<file path="config.mk">
export PLATFORM = sky130hd
export DESIGN_NAME = ezq_cordic_stage
export DESIGN_NICKNAME = d
export VERILOG_FILES = /design/src/hw/rtl/ezq_pkg.sv /design/src/hw/rtl/ezq_cordic_stage.sv
export SDC_FILE = /design/constraint.sdc
export NUM_CORES = 1
export LEC_CHECK = 0
export ABC_AREA = 1
export BUFFER_PORTS_ARGS = -buffer_cell sky130_fd_sc_hd__buf_2
export CORE_MARGIN = 2
export CORE_UTILIZATION = 62
export CTS_CLUSTER_SIZE = 30
export DETAILED_ROUTE_END_ITERATION = 12
export GPL_TIMING_DRIVEN = 0
export PLACE_DENSITY = 0.88
export SLEW_MARGIN = 10
export SYNTH_ARGS = -nofsm -noshare
export SYNTH_HDL_FRONTEND = slang
export SYNTH_SLANG_ARGS = --single-unit
</file>
<file path="constraint.sdc">
create_clock -name clk -period 3 [get_ports clk]
set_input_delay 0.15 -clock clk [delete_from_list [all_inputs] [get_ports clk]]
set_output_delay 0.15 -clock clk [all_outputs]
set_load 0.05 [all_outputs]
</file>
<file path="src/hw/rtl/ezq_pkg.sv">
package ezq_pkg;

  localparam int ANGLE_BITS_DEF = 16;
  localparam int TRIG_ITER_DEF  = 16;

  localparam int XW = 35;
  localparam int ZW = 36;
  localparam int AW = 36;
  localparam int QW = 66;
  localparam int OW = 16;

  localparam logic signed [XW-1:0] CORDIC_GAIN = XW'(64'sd652032874);

  localparam logic [31:0] ATAN_TAB [32] = '{
    32'd536870912, 32'd316933406, 32'd167458907, 32'd85004756,
    32'd42667331,  32'd21354465,  32'd10679838,  32'd5340245,
    32'd2670163,   32'd1335087,   32'd667544,    32'd333772,
    32'd166886,    32'd83443,     32'd41722,     32'd20861,
    32'd10430,     32'd5215,      32'd2608,      32'd1304,
    32'd652,       32'd326,       32'd163,       32'd81,
    32'd41,        32'd20,        32'd10,        32'd5,
    32'd3,         32'd1,         32'd1,         32'd0
  };

  function automatic logic signed [AW-1:0] rnd30(logic signed [XW-1:0] a,
                                                 logic signed [XW-1:0] b);
    logic signed [2*XW-1:0] p;
    logic signed [2*XW-1:0] q;
    p = a * b;
    q = (p + (2*XW)'(64'sd536870912)) >>> 30;
    return q[AW-1:0];
  endfunction

  function automatic logic signed [OW-1:0] to_q14(logic signed [QW:0] s);
    logic signed [QW:0] r;
    r = (s + (QW+1)'(64'sd35184372088832)) >>> 46;
    if (r > (QW+1)'(16384)) r = (QW+1)'(16384);
    if (r < -(QW+1)'(16384)) r = -(QW+1)'(16384);
    return r[OW-1:0];
  endfunction

endpackage

</file>
<file path="src/hw/rtl/ezq_cordic_stage.sv">
module ezq_cordic_stage
  import ezq_pkg::*;
#(
  parameter int SHIFT = 0
) (
  input  logic                 clk,
  input  logic                 en,
  input  logic signed [XW-1:0] x_i,
  input  logic signed [XW-1:0] y_i,
  input  logic signed [ZW-1:0] z_i,
  output logic signed [XW-1:0] x_r,
  output logic signed [XW-1:0] y_r,
  output logic signed [ZW-1:0] z_r
);

  localparam logic signed [ZW-1:0] DA = ZW'({ATAN_TAB[SHIFT], 2'b00});

  logic signed [XW-1:0] dx, dy;
  logic signed [XW-1:0] x_nxt, y_nxt;
  logic signed [ZW-1:0] z_nxt;

  always_comb begin
    dx = y_i >>> SHIFT;
    dy = x_i >>> SHIFT;
    if (!z_i[ZW-1]) begin
      x_nxt = x_i - dx;
      y_nxt = y_i + dy;
      z_nxt = z_i - DA;
    end else begin
      x_nxt = x_i + dx;
      y_nxt = y_i - dy;
      z_nxt = z_i + DA;
    end
  end

  always_ff @(posedge clk) begin
    if (en) begin
      x_r <= x_nxt;
      y_r <= y_nxt;
      z_r <= z_nxt;
    end
  end

endmodule

</file>
==> impl_metrics.prom, run 1 <==
# TYPE chip_impl_metric gauge
chip_impl_info{name="end_kind",value="register"} 1
chip_impl_metric{name="post_drt_via_cell_ratio",unit=""} 6.06
chip_impl_metric{name="finalWorstPathRequiredPeriod",unit="ns"} 2.42
chip_impl_metric{name="grt_use_total",unit="%"} 44.2
chip_impl_metric{name="maximum_number_of_pins_on_one_net_before_global_route_repair",unit=""} 77
chip_impl_metric{name="count_of_fill_cells_added_during_filler_insertion",unit=""} 1361
chip_impl_metric{name="drtPass1Iterations",unit=""} 9
chip_impl_metric{name="synth_enable_flop_cells",unit=""} 105
chip_impl_metric{name="max-clock-path-buffers",unit=""} 2
chip_impl_metric{name="mappedNetlistNets",unit=""} 1817
chip_impl_metric{name="cellPowerDensity",unit="mW/mm^2"} 463
chip_impl_metric{name="postRouteWirelength",unit="um"} 42000
chip_impl_metric{name="core_area",unit="mm^2"} 0.0173
chip_impl_metric{name="antenna_left",unit=""} 0
chip_impl_info{name="clk_root_buffer_cell",value="sky130_fd_sc_hd__clkbuf_16"} 1
chip_impl_info{name="cp_common_cell",value="sky130_fd_sc_hd__nand2_1"} 1
chip_impl_metric{name="route.detailed.drc",unit=""} 0
chip_impl_metric{name="cap_violations",unit=""} 0
chip_impl_metric{name="leakagePower",unit="uW"} 0.00654
chip_impl_metric{name="worstPathBufferInverterCount",unit=""} 3
chip_impl_metric{name="syn-instance-count",unit=""} 1598
chip_impl_info{name="leading_register_cell_type_out_of_synthesis",value="sky130_fd_sc_hd__edfxtp_1"} 1
chip_impl_metric{name="place_congestion",unit=""} 1.06
chip_impl_metric{name="postLayoutCoreUtil",unit="%"} 75.0
chip_impl_metric{name="std_cell_rows",unit=""} 48
chip_impl_metric{name="mappedNetlistArea",unit="mm^2"} 0.0110
chip_impl_metric{name="fin_total_pwr",unit="uW"} 6000
chip_impl_metric{name="max_clock_freq",unit="MHz"} 413
chip_impl_metric{name="synth_seq_cells",unit=""} 105
chip_impl_metric{name="die_x",unit="um"} 137
chip_impl_metric{name="grt-ovfl-total",unit=""} 0
chip_impl_metric{name="cts.repair_timing.setup_buffer_count",unit=""} 0
chip_impl_metric{name="timing.final.max_slew_violations",unit=""} 0
chip_impl_metric{name="first_pass_grt_wire_length",unit="um"} 62200
chip_impl_metric{name="count_of_port_buffers_added_during_placement",unit=""} 213
chip_impl_metric{name="antenna_cells",unit=""} 0
chip_impl_metric{name="synth_sequential_area_ratio",unit="%"} 28.7
chip_impl_metric{name="async_reset_ff_share",unit="%"} 0
chip_impl_info{name="clock_tree_from_tritoncts",value="yes"} 1
chip_impl_metric{name="finish.net_count",unit=""} 2073
chip_impl_metric{name="finish_stage_setup_viols",unit=""} 0
chip_impl_metric{name="irDropWorstVdd",unit="mV"} 0.379
chip_impl_metric{name="detailroute.via_count",unit=""} 12600
chip_impl_metric{name="synthToLayoutAreaGrowth",unit="%"} 18.1
chip_impl_info{name="path_delay_family",value="compound AO/OA/AOI/OAI gates"} 1
chip_impl_metric{name="synth_warnings",unit=""} 0
chip_impl_metric{name="post_drt_wl_per_cell",unit="um"} 20.1
chip_impl_metric{name="avgSynthCellArea",unit="um^2"} 6.87
chip_impl_metric{name="finalHoldViolations",unit=""} 0
chip_impl_metric{name="die_area",unit="mm^2"} 0.0188
chip_impl_metric{name="initialDrtViolationCount",unit=""} 1848
chip_impl_metric{name="number_of_ports_placed_on_the_die_boundary",unit=""} 214
chip_impl_metric{name="required_arrival_time_at_the_worst_endpoint",unit="ns"} 3.12
chip_impl_metric{name="clk_pin_slew",unit="ns"} 0.08
chip_impl_info{name="critical-path-slowest-cell",value="sky130_fd_sc_hd__a21oi_1"} 1
chip_impl_metric{name="antenna_found_initial",unit=""} 0
chip_impl_metric{name="instances_no_fill",unit=""} 2084
chip_impl_metric{name="initial_cell_density_of_the_core",unit="%"} 63.5
chip_impl_info{name="result_of_the_run",value="completed"} 1
chip_impl_info{name="synth.area.top_cells",value="sky130_fd_sc_hd__edfxtp_1 29%, sky130_fd_sc_hd__nand2_1 14%, sky130_fd_sc_hd__ha_1 12%"} 1
chip_impl_metric{name="setup_total_negative_slack",unit="ns"} 0
chip_impl_metric{name="dp.final_hpwl",unit="um"} 32600
chip_impl_metric{name="crit_path_max_fanout",unit=""} 9
chip_impl_metric{name="finalCritPeriodShare",unit="%"} 80.6
chip_impl_metric{name="h-tree-depth",unit=""} 3
chip_impl_metric{name="placed_cells_incl_taps",unit=""} 2037
chip_impl_metric{name="yosys.area.top_type_share",unit="%"} 28.7
chip_impl_metric{name="max-slew-margin-rel",unit="%"} 27.2
chip_impl_metric{name="floorplan.die.height",unit="um"} 137
chip_impl_metric{name="num_clock_sinks",unit=""} 105
chip_impl_info{name="cp_cell_sequence",value="buf_2, inv_1, ha_1, buf_4, a21oi_1, o21ai_0, a21oi_1, nand2_1, nand2_1, nand3_1, nand3_1, nand2_1"} 1
chip_impl_metric{name="synth_cell_types",unit=""} 41
chip_impl_metric{name="layout-drive-gt1-share",unit="%"} 18.6
chip_impl_info{name="hold_path_class",value="in -> reg"} 1
chip_impl_metric{name="via_count_of_the_first_global_routing_pass",unit=""} 11800
chip_impl_info{name="rsz0062_at_grt",value="false"} 1
chip_impl_info{name="worst-setup-path-type",value="in -> reg"} 1
chip_impl_metric{name="holdWs",unit="ns"} 0.0795
chip_impl_metric{name="arrival",unit="ns"} 2.54
chip_impl_metric{name="worst_pin_slew",unit="ns"} 1.09
chip_impl_metric{name="tritoncts.num_buffers",unit=""} 9
chip_impl_info{name="worst_setup_path_start_kind",value="input pin"} 1
chip_impl_metric{name="peak_per_stage_delay_on_the_critical_path",unit="ns"} 0.42
chip_impl_info{name="synth_largest_area_cell",value="sky130_fd_sc_hd__edfxtp_1"} 1
final cells by class:
cell class	instances	area, um^2	area share (%)
Sequential cell	105	3150	24.3
Clock buffer	10	229	1.77
Multi-Input combinational cell	1205	6600	50.9
Tap cell	225	282	2.17
Clock inverter	6	75.1	0.579
Buffer	46	314	2.42
Timing Repair Buffer	245	1410	10.8
Inverter	242	908	7.00
through the flow:
stage,area (um^2),setup WS [ns]
6_report,13000,0.581
5_1_grt,13000,0.546
4_1_cts,13000,0.813
3_5_place_dp,12400,0.446
3_3_place_gp,12300,0.512
2_1_floorplan,11000,1.11
sequential cells by signal, summed over array words and instances, names as in the netlist:
name / count
x_r: 35
z_r: 36
y_r: 34
power breakdown:
part	switching [uW]	total [uW]	internal [uW]	leakage, uW
clock network	639	1300	662	0.000139
registers	59.0	1910	1850	0.00103
logic	2060	2790	735	0.00538
cell usage in the layout (no fill, tap or decap), types with 17 or more instances in the layout:
cell,Yosys,routed
sky130_fd_sc_hd__a21oi_1,125,125
sky130_fd_sc_hd__nor2_1,133,133
sky130_fd_sc_hd__edfxtp_1,105,105
sky130_fd_sc_hd__buf_2,8,220
sky130_fd_sc_hd__xor2_1,23,23
sky130_fd_sc_hd__inv_1,225,225
sky130_fd_sc_hd__buf_4,23,24
sky130_fd_sc_hd__o21ai_1,23,23
sky130_fd_sc_hd__dlygate4sd3_1,0,31
sky130_fd_sc_hd__o21ai_0,82,82
sky130_fd_sc_hd__nor3_1,17,17
sky130_fd_sc_hd__ha_1,107,107
sky130_fd_sc_hd__nor2_2,17,17
sky130_fd_sc_hd__nand3_1,150,150
sky130_fd_sc_hd__nand2_1,412,412
sky130_fd_sc_hd__inv_2,17,17
routing by layer:
metal	GRT usage (%)	share of wire [%]	up-vias
met3	11.4	14	209
li1	-	-	5720
met5	0	0	-
met1	56.7	37	5657
met2	68.1	43	1044
met4	23.8	6.1	0
worst paths after layout:
path              cells past startpoint  endpoint     from  slack [ns]
setup / recovery                     12   x_r[33]  x_i[16]        0.58
hold / removal                        2   z_r[31]  z_i[31]        0.08
timing repair:
| action | in CTS | in global routing |
|---|---|---|
| hold buffers | 31 | 0 |
| resized for setup | 0 | 0 |
| endpoints found under the hold margin | 31 | 0 |
synth_stat cells, types with 3 or more instances:
| master | number |
|---|---|
| sky130_fd_sc_hd__buf_2 | 8 |
| sky130_fd_sc_hd__o21ai_0 | 82 |
| sky130_fd_sc_hd__or2_1 | 6 |
| sky130_fd_sc_hd__nor4_2 | 3 |
| sky130_fd_sc_hd__a21oi_1 | 125 |
| sky130_fd_sc_hd__o21ai_2 | 4 |
| sky130_fd_sc_hd__nor2_2 | 17 |
| sky130_fd_sc_hd__nor2_1 | 133 |
| sky130_fd_sc_hd__nor2_4 | 3 |
| sky130_fd_sc_hd__clkbuf_1 | 9 |
| sky130_fd_sc_hd__o21bai_1 | 15 |
| sky130_fd_sc_hd__a21o_1 | 8 |
| sky130_fd_sc_hd__nand2_2 | 15 |
| sky130_fd_sc_hd__nand3_2 | 5 |
| sky130_fd_sc_hd__nor3_1 | 17 |
| sky130_fd_sc_hd__ha_1 | 107 |
| sky130_fd_sc_hd__inv_1 | 225 |
| sky130_fd_sc_hd__nand2_1 | 412 |
| sky130_fd_sc_hd__inv_2 | 17 |
| sky130_fd_sc_hd__edfxtp_1 | 105 |
| sky130_fd_sc_hd__buf_4 | 23 |
| sky130_fd_sc_hd__o22ai_1 | 11 |
| sky130_fd_sc_hd__o211ai_1 | 3 |
| sky130_fd_sc_hd__a21oi_2 | 6 |
| sky130_fd_sc_hd__buf_6 | 6 |
| sky130_fd_sc_hd__fa_1 | 4 |
| sky130_fd_sc_hd__nand4_1 | 10 |
| sky130_fd_sc_hd__o21ai_1 | 23 |
| sky130_fd_sc_hd__nor3_2 | 3 |
| sky130_fd_sc_hd__nand3_1 | 150 |
| sky130_fd_sc_hd__a31oi_1 | 3 |
| sky130_fd_sc_hd__xor2_1 | 23 |
| sky130_fd_sc_hd__or2_2 | 5 |
logic make-up (layout without fill, tap and decap cells):
kind of cell / after synthesis / in the layout / synth area share (%)
DFF: 105 / 105 / 28.7
buffers and inverters: 288 / 549 / 11.1
AOI/OAI and AO/OA: 287 / 287 / 14.3
xor gates and xnor gates: 24 / 24 / 1.91
adders and majority gates: 111 / 111 / 12.9
and+or+nand+nor: 783 / 783 / 31.0
No activity file was read; power rests on OpenSTA's default activity.
==> inputs of run 2 (changes only) <==
- CORE_UTILIZATION: 62 -> 52
- PLACE_DENSITY: 0.88 -> 0.79
- clock period: 3 -> 2 ns (I/O delays scaled with it)
==> run 2 against run 1 <==
The run now ends with setup timing left. Combinational power rose by 56%. Clock power rose by 45%. Hold slack got worse by 0.063 ns. Cell count grew 2.8%. Critical path depth grew 1. Total power grew 51%. Via count down 2.1%. Wire length grew 2.2%. First-iteration DRC count down 30%. Largest power group unchanged. Highest routed layer unchanged.
==> impl_metrics.prom, run 2 (same netlist as run 1, synthesis figures left out) <==
# TYPE chip_impl_metric gauge
chip_impl_metric{name="finish.net_count",unit=""} 2082
chip_impl_metric{name="worst_pin_slew",unit="ns"} 1.17
chip_impl_metric{name="via_count_of_the_first_global_routing_pass",unit=""} 11500
chip_impl_info{name="path_delay_family",value="simple AND/OR/NAND/NOR gates"} 1
chip_impl_metric{name="timing.final.max_slew_violations",unit=""} 0
chip_impl_info{name="final_common_cell",value="sky130_fd_sc_hd__nand2_1"} 1
chip_impl_metric{name="largest_register_ffs",unit=""} 36
chip_impl_metric{name="finish_stage_setup_viols",unit=""} 1
chip_impl_metric{name="post_drt_via_cell_ratio",unit=""} 5.77
chip_impl_metric{name="first_pass_grt_wire_length",unit="um"} 63500
chip_impl_metric{name="required_arrival_time_at_the_worst_endpoint",unit="ns"} 2.11
chip_impl_metric{name="arrival",unit="ns"} 2.13
chip_impl_info{name="critical-path-slowest-cell",value="sky130_fd_sc_hd__ha_1"} 1
chip_impl_metric{name="layout-drive-gt1-share",unit="%"} 23.6
chip_impl_metric{name="count_of_fill_cells_added_during_filler_insertion",unit=""} 1896
chip_impl_info{name="clock_tree_from_tritoncts",value="yes"} 1
chip_impl_metric{name="setup_slack",unit="ns"} -0.0272
chip_impl_info{name="layout_common_cells",value="400 x sky130_fd_sc_hd__nand2_1, 218 x sky130_fd_sc_hd__inv_1, 218 x sky130_fd_sc_hd__buf_2, 148 x sky130_fd_sc_hd__nand3_1, 114 x sky130_fd_sc_hd__nor2_1"} 1
chip_impl_metric{name="h-tree-depth",unit=""} 3
chip_impl_metric{name="die_x",unit="um"} 149
chip_impl_metric{name="initial_cell_density_of_the_core",unit="%"} 52.5
chip_impl_metric{name="route.detailed.drc",unit=""} 0
chip_impl_metric{name="finalCritPeriodShare",unit="%"} 101
chip_impl_metric{name="core_area",unit="mm^2"} 0.0209
chip_impl_metric{name="tritoncts.num_buffers",unit=""} 9
chip_impl_metric{name="initialDrtViolationCount",unit=""} 1296
chip_impl_metric{name="dpl_cell_area",unit="mm^2"} 0.0124
chip_impl_metric{name="max-clock-path-buffers",unit=""} 2
chip_impl_metric{name="fin_total_pwr",unit="uW"} 9080
chip_impl_metric{name="grt-ovfl-total",unit=""} 0
chip_impl_metric{name="postRouteWirelength",unit="um"} 42900
chip_impl_metric{name="setup_total_negative_slack",unit="ns"} -0.0272
chip_impl_metric{name="antenna_cells",unit=""} 0
chip_impl_metric{name="floorplan.die.height",unit="um"} 149
chip_impl_info{name="hold_path_class",value="in -> reg"} 1
chip_impl_metric{name="grt_use_total",unit="%"} 37.9
chip_impl_metric{name="cellPowerDensity",unit="mW/mm^2"} 673
chip_impl_info{name="rsz0062_at_grt",value="true"} 1
chip_impl_info{name="cp_common_cell",value="sky130_fd_sc_hd__nand2_1"} 1
chip_impl_metric{name="drtPass1Iterations",unit=""} 6
chip_impl_metric{name="postLayoutCoreUtil",unit="%"} 64.5
chip_impl_info{name="result_of_the_run",value="finished, violations left"} 1
chip_impl_metric{name="leakagePower",unit="uW"} 0.00661
chip_impl_metric{name="antenna_found_initial",unit=""} 1
chip_impl_metric{name="cap_violations",unit=""} 0
chip_impl_info{name="failed_checks",value="setup timing"} 1
chip_impl_metric{name="antenna_left",unit=""} 0
chip_impl_metric{name="maximum_number_of_pins_on_one_net_before_global_route_repair",unit=""} 74
chip_impl_metric{name="worstPathBufferInverterCount",unit=""} 3
chip_impl_info{name="worst-setup-path-type",value="in -> reg"} 1
chip_impl_metric{name="num_clock_sinks",unit=""} 105
chip_impl_info{name="reg_top3",value="z_r: 36 flops, x_r: 35 flops, y_r: 34 flops"} 1
chip_impl_metric{name="die_area",unit="mm^2"} 0.0223
chip_impl_metric{name="peak_per_stage_delay_on_the_critical_path",unit="ns"} 0.35
chip_impl_metric{name="finalHoldViolations",unit=""} 0
chip_impl_metric{name="finish.instance_area",unit="mm^2"} 0.0135
chip_impl_info{name="cp_cell_sequence",value="buf_2, inv_1, ha_1, buf_6, a21oi_2, o21ai_1, or2_1, nand2_1, nand2_1, nand2_1, nand3_1, nand3_1, nand2_1"} 1
chip_impl_metric{name="dp.final_hpwl",unit="um"} 34300
chip_impl_metric{name="place_congestion",unit=""} 1.01
chip_impl_metric{name="max-slew-margin-rel",unit="%"} 22.1
chip_impl_info{name="end_kind",value="register"} 1
chip_impl_metric{name="crit_path_max_fanout",unit=""} 10
chip_impl_info{name="clk_root_buffer_cell",value="sky130_fd_sc_hd__clkbuf_16"} 1
chip_impl_metric{name="std_cell_rows",unit=""} 53
chip_impl_metric{name="clk_pin_slew",unit="ns"} 0.07
chip_impl_metric{name="detailroute.via_count",unit=""} 12400
chip_impl_metric{name="count_of_port_buffers_added_during_placement",unit=""} 213
chip_impl_info{name="worst_setup_path_start_kind",value="input pin"} 1
chip_impl_metric{name="post_drt_wl_per_cell",unit="um"} 20.0
chip_impl_metric{name="irDropWorstVdd",unit="mV"} 0.437
chip_impl_metric{name="max_clock_freq",unit="MHz"} 493
chip_impl_metric{name="finalWorstPathRequiredPeriod",unit="ns"} 2.03
chip_impl_metric{name="synthToLayoutAreaGrowth",unit="%"} 22.8
chip_impl_metric{name="number_of_ports_placed_on_the_die_boundary",unit=""} 214
chip_impl_info{name="largest-register",value="z_r"} 1
## run 2: cell types whose count changed in the layout (fill, tap and decap cells not counted), moves of 11 or more
cell / before / now
sky130_fd_sc_hd__a21oi_1: 125 / 93
sky130_fd_sc_hd__a21oi_2: 6 / 35
sky130_fd_sc_hd__nand2_1: 412 / 400
sky130_fd_sc_hd__o21ai_0: 82 / 69
sky130_fd_sc_hd__nor2_1: 133 / 114
sky130_fd_sc_hd__nand2_2: 15 / 26
## run 2: area by class of cell
| type | count | area, um^2 | area share, % |
|---|---|---|---|
| clock inverters | 6 | 76.3 | 0.566 |
| plain buffers | 46 | 327 | 2.42 |
| inverters | 242 | 930 | 6.89 |
| well taps | 275 | 344 | 2.55 |
| clock buffers | 9 | 225 | 1.67 |
| flip-flops and latches | 105 | 3150 | 23.4 |
| multi-input cells | 1205 | 6950 | 51.6 |
| repair buffers | 254 | 1470 | 10.9 |
## run 2: per-stage QoR
step                instances  hold WS (ns)  setup slack (ns)
finish                   2142        0.0170           -0.0272
CTS                      2134        0.0198           0.00153
global route             2142        0.0270           -0.0422
detailed placement       2087         0.278            -0.564
global placement         2086         0.277            -0.524
floorplan                1598         0.199             0.161
## run 2: path summary, 6_finish.rpt
check / from / to / slack, ns / depth (start not counted)
worst max-delay path: x_i[5] / y_r[30] / -0.03 / 13
worst min-delay path: z_i[31] / z_r[31] / 0.02 / 2
## run 2: metal layers
layer / global-route usage (%) / routed length, um / vias to the layer above
li1: - / - / 5742
met1: 51.2 / 17300 / 5735
met2: 59.7 / 18700 / 782
met3: 7.31 / 4960 / 108
met4: 15.4 / 1870 / 0
met5: 0 / 0 / -
## run 2: timing repair
action / 4_1_cts / 5_1_grt
endpoints found under the setup margin: 16 / 42
buffers inserted: 1 / 8
hold buffers: 31 / 0
endpoints found under the hold margin: 31 / 0
gates resized for setup: 12 / 110
pin swaps: 1 / 6
## run 2: report_power, final
group	switching (uW)	internal, uW
registers	72.2	2770
logic	3180	1180
clock network	891	986
total	4140	4930
==> inputs of run 3 (changes only) <==
- SKIP_CTS_REPAIR_TIMING: unset -> 1
==> run 3 against run 2 <==
Maximum frequency increased by 0.72%. The run still ends with setup timing left. Hold slack hardly changed. Total power down 0.18%. Clock power is essentially flat. Worst setup slack improved by 0.015 ns. Die area did not move. Clock-buffer cell count did not move. Largest power group unchanged. Cell area fell by 0.28%.
==> impl_metrics.prom, run 3 (same netlist as run 1, synthesis figures left out) <==
# TYPE chip_impl_metric gauge
chip_impl_metric{name="finalCritPeriodShare",unit="%"} 101
chip_impl_info{name="hold_end",value="z_r[31]"} 1
chip_impl_metric{name="largest_register_ffs",unit=""} 36
chip_impl_metric{name="post_drt_via_cell_ratio",unit=""} 5.78
chip_impl_metric{name="post_drt_wl_per_cell",unit="um"} 20.1
chip_impl_metric{name="netSwitchingFraction",unit="%"} 45.7
chip_impl_info{name="worst_setup_path_start_kind",value="input pin"} 1
chip_impl_metric{name="worst_pin_slew",unit="ns"} 1.20
chip_impl_info{name="critical-path-slowest-cell",value="sky130_fd_sc_hd__a21oi_1"} 1
chip_impl_metric{name="initialDrtViolationCount",unit=""} 1235
chip_impl_metric{name="timing.final.max_slew_violations",unit=""} 0
chip_impl_info{name="final_common_cell",value="sky130_fd_sc_hd__nand2_1"} 1
chip_impl_metric{name="setup_slack",unit="ns"} -0.0126
chip_impl_info{name="rsz0062_at_grt",value="true"} 1
chip_impl_metric{name="finish.instance_area",unit="mm^2"} 0.0134
chip_impl_metric{name="place_congestion",unit=""} 1.01
chip_impl_metric{name="max-clock-path-buffers",unit=""} 2
chip_impl_info{name="cp_cell_sequence",value="buf_2, inv_1, ha_1, buf_4, a21oi_1, o21ai_0, a21oi_1, nor2_1, nor2_1, nand3_1, nand3_1, nand2_1"} 1
chip_impl_metric{name="finish_stage_setup_viols",unit=""} 1
chip_impl_metric{name="leakagePower",unit="uW"} 0.00659
chip_impl_metric{name="cellPowerDensity",unit="mW/mm^2"} 674
chip_impl_metric{name="antenna_left",unit=""} 0
chip_impl_metric{name="required_arrival_time_at_the_worst_endpoint",unit="ns"} 2.12
chip_impl_metric{name="finalWorstPathRequiredPeriod",unit="ns"} 2.01
chip_impl_metric{name="holdWs",unit="ns"} 0.0166
chip_impl_metric{name="tritoncts.num_buffers",unit=""} 9
chip_impl_metric{name="h-tree-depth",unit=""} 3
chip_impl_info{name="layout_common_cells",value="396 x sky130_fd_sc_hd__nand2_1, 219 x sky130_fd_sc_hd__inv_1, 218 x sky130_fd_sc_hd__buf_2, 148 x sky130_fd_sc_hd__nand3_1, 117 x sky130_fd_sc_hd__nor2_1"} 1
chip_impl_metric{name="whs_path_depth",unit=""} 2
chip_impl_metric{name="initial_cell_density_of_the_core",unit="%"} 52.5
chip_impl_metric{name="die_x",unit="um"} 149
chip_impl_info{name="clock_tree_from_tritoncts",value="yes"} 1
chip_impl_metric{name="arrival",unit="ns"} 2.13
chip_impl_metric{name="max-slew-margin-rel",unit="%"} 20.1
chip_impl_metric{name="finish.net_count",unit=""} 2077
chip_impl_info{name="end_kind",value="register"} 1
chip_impl_metric{name="die_area",unit="mm^2"} 0.0223
chip_impl_metric{name="floorplan.die.height",unit="um"} 149
chip_impl_metric{name="num_clock_sinks",unit=""} 105
chip_impl_metric{name="cap_violations",unit=""} 0
chip_impl_metric{name="layout-drive-gt1-share",unit="%"} 23.2
chip_impl_metric{name="synthToLayoutAreaGrowth",unit="%"} 22.5
chip_impl_metric{name="portion_of_total_power_attributed_to_sequential_cells",unit="%"} 31.3
chip_impl_metric{name="std_cell_rows",unit=""} 53
chip_impl_info{name="failed_checks",value="setup timing"} 1
chip_impl_metric{name="number_of_ports_placed_on_the_die_boundary",unit=""} 214
chip_impl_metric{name="max_clock_freq",unit="MHz"} 497
chip_impl_metric{name="placement.setup.worst_slack",unit="ns"} -0.564
chip_impl_metric{name="peak_per_stage_delay_on_the_critical_path",unit="ns"} 0.37
chip_impl_metric{name="dpl_cell_area",unit="mm^2"} 0.0124
chip_impl_metric{name="p_clk_share",unit="%"} 20.7
chip_impl_metric{name="dp.final_hpwl",unit="um"} 34300
chip_impl_metric{name="via_count_of_the_first_global_routing_pass",unit=""} 11300
chip_impl_metric{name="clk_pin_slew",unit="ns"} 0.08
chip_impl_metric{name="count_of_port_buffers_added_during_placement",unit=""} 213
chip_impl_metric{name="irDropWorstVdd",unit="mV"} 0.426
chip_impl_info{name="hold_path_class",value="in -> reg"} 1
chip_impl_metric{name="grt_use_total",unit="%"} 37.3
chip_impl_metric{name="finalHoldViolations",unit=""} 0
chip_impl_metric{name="antenna_cells",unit=""} 0
chip_impl_info{name="min_from",value="z_i[31]"} 1
chip_impl_metric{name="combinationalPowerShare",unit="%"} 48.0
chip_impl_metric{name="postRouteWirelength",unit="um"} 42900
chip_impl_metric{name="core_area",unit="mm^2"} 0.0209
chip_impl_metric{name="grt-ovfl-total",unit=""} 0
chip_impl_info{name="reg_top3",value="z_r: 36 flops, x_r: 35 flops, y_r: 34 flops"} 1
chip_impl_metric{name="antenna_found_initial",unit=""} 1
chip_impl_info{name="result_of_the_run",value="finished, violations left"} 1
chip_impl_metric{name="internal_power",unit="uW"} 4920
chip_impl_info{name="largest-register",value="z_r"} 1
chip_impl_info{name="worst-setup-path-type",value="in -> reg"} 1
chip_impl_metric{name="maximum_number_of_pins_on_one_net_before_global_route_repair",unit=""} 74
chip_impl_metric{name="first_pass_grt_wire_length",unit="um"} 62600
chip_impl_metric{name="netSwitchingPower",unit="uW"} 4140
chip_impl_metric{name="postLayoutCoreUtil",unit="%"} 64.4
chip_impl_info{name="clk_root_buffer_cell",value="sky130_fd_sc_hd__clkbuf_16"} 1
chip_impl_metric{name="detailroute.via_count",unit=""} 12400
chip_impl_metric{name="crit_path_max_fanout",unit=""} 9
chip_impl_metric{name="route.detailed.drc",unit=""} 0
chip_impl_metric{name="drtPass1Iterations",unit=""} 10
run 3: final cells by class:
| type | count | area (um^2) |
|---|---|---|
| clock inverters | 6 | 76.3 |
| inverters | 242 | 930 |
| plain buffers | 46 | 327 |
| repair buffers | 249 | 1440 |
| well taps | 275 | 344 |
| flip-flops and latches | 105 | 3150 |
| clock buffers | 9 | 225 |
| fillers | 1908 | 7440 |
| multi-input cells | 1205 | 6950 |
run 3: per-stage QoR:
| step | setup TNS, ns | instances | total power [uW] |
|---|---|---|---|
| 2_1_floorplan | 0 | 1598 | 5670 |
| 3_3_place_gp | -40.72 | 2086 | 6820 |
| 3_5_place_dp | -17.54 | 2087 | 6900 |
| 4_1_cts | -1.21 | 2102 | 8740 |
| 5_1_grt | -0.139 | 2137 | 9440 |
| 6_report | -0.0126 | 2137 | 9060 |
run 3: power groups by stage:
stage               Clock, uW  Combinational [uW]  Sequential (uW)
global route             1940                4630             2860
floorplan                   0                1830             3840
detailed placement          0                4010             2890
global placement            0                3940             2880
CTS                      1870                4020             2840
finish                   1870                4350             2840
run 3: how the worst max path moves through the flow:
stage               startpoint  endpoint  slack, ns  depth (start not counted)
floorplan               x_i[0]   y_r[32]       0.16                         15
finish                 x_i[14]   y_r[29]      -0.01                         12
detailed placement      x_i[0]   x_r[32]      -0.56                         14
global placement        x_i[0]   x_r[28]      -0.52                         16
global route           x_i[14]   y_r[29]      -0.07                         12
CTS                     x_i[0]   x_r[32]      -0.19                         14
run 3: critical path, delay by kind of cell:
family | cells | cell delay (ns)
AOI/OAI and AO/OA | 3 | 0.95
and+or+nand+nor | 5 | 0.46
buffers and inverters | 3 | 0.34
adders and majority gates | 1 | 0.29
run 3: layer usage:
layer / up-vias / GRT usage [%] / wire length [um] / part of all wire [%]
met5: - / 0 / 0 / 0
met4: 0 / 14.8 / 1850 / 4.3
met3: 110 / 6.27 / 4540 / 11
met2: 767 / 58.4 / 18700 / 44
met1: 5742 / 51.5 / 17800 / 42
li1: 5731 / - / - / -
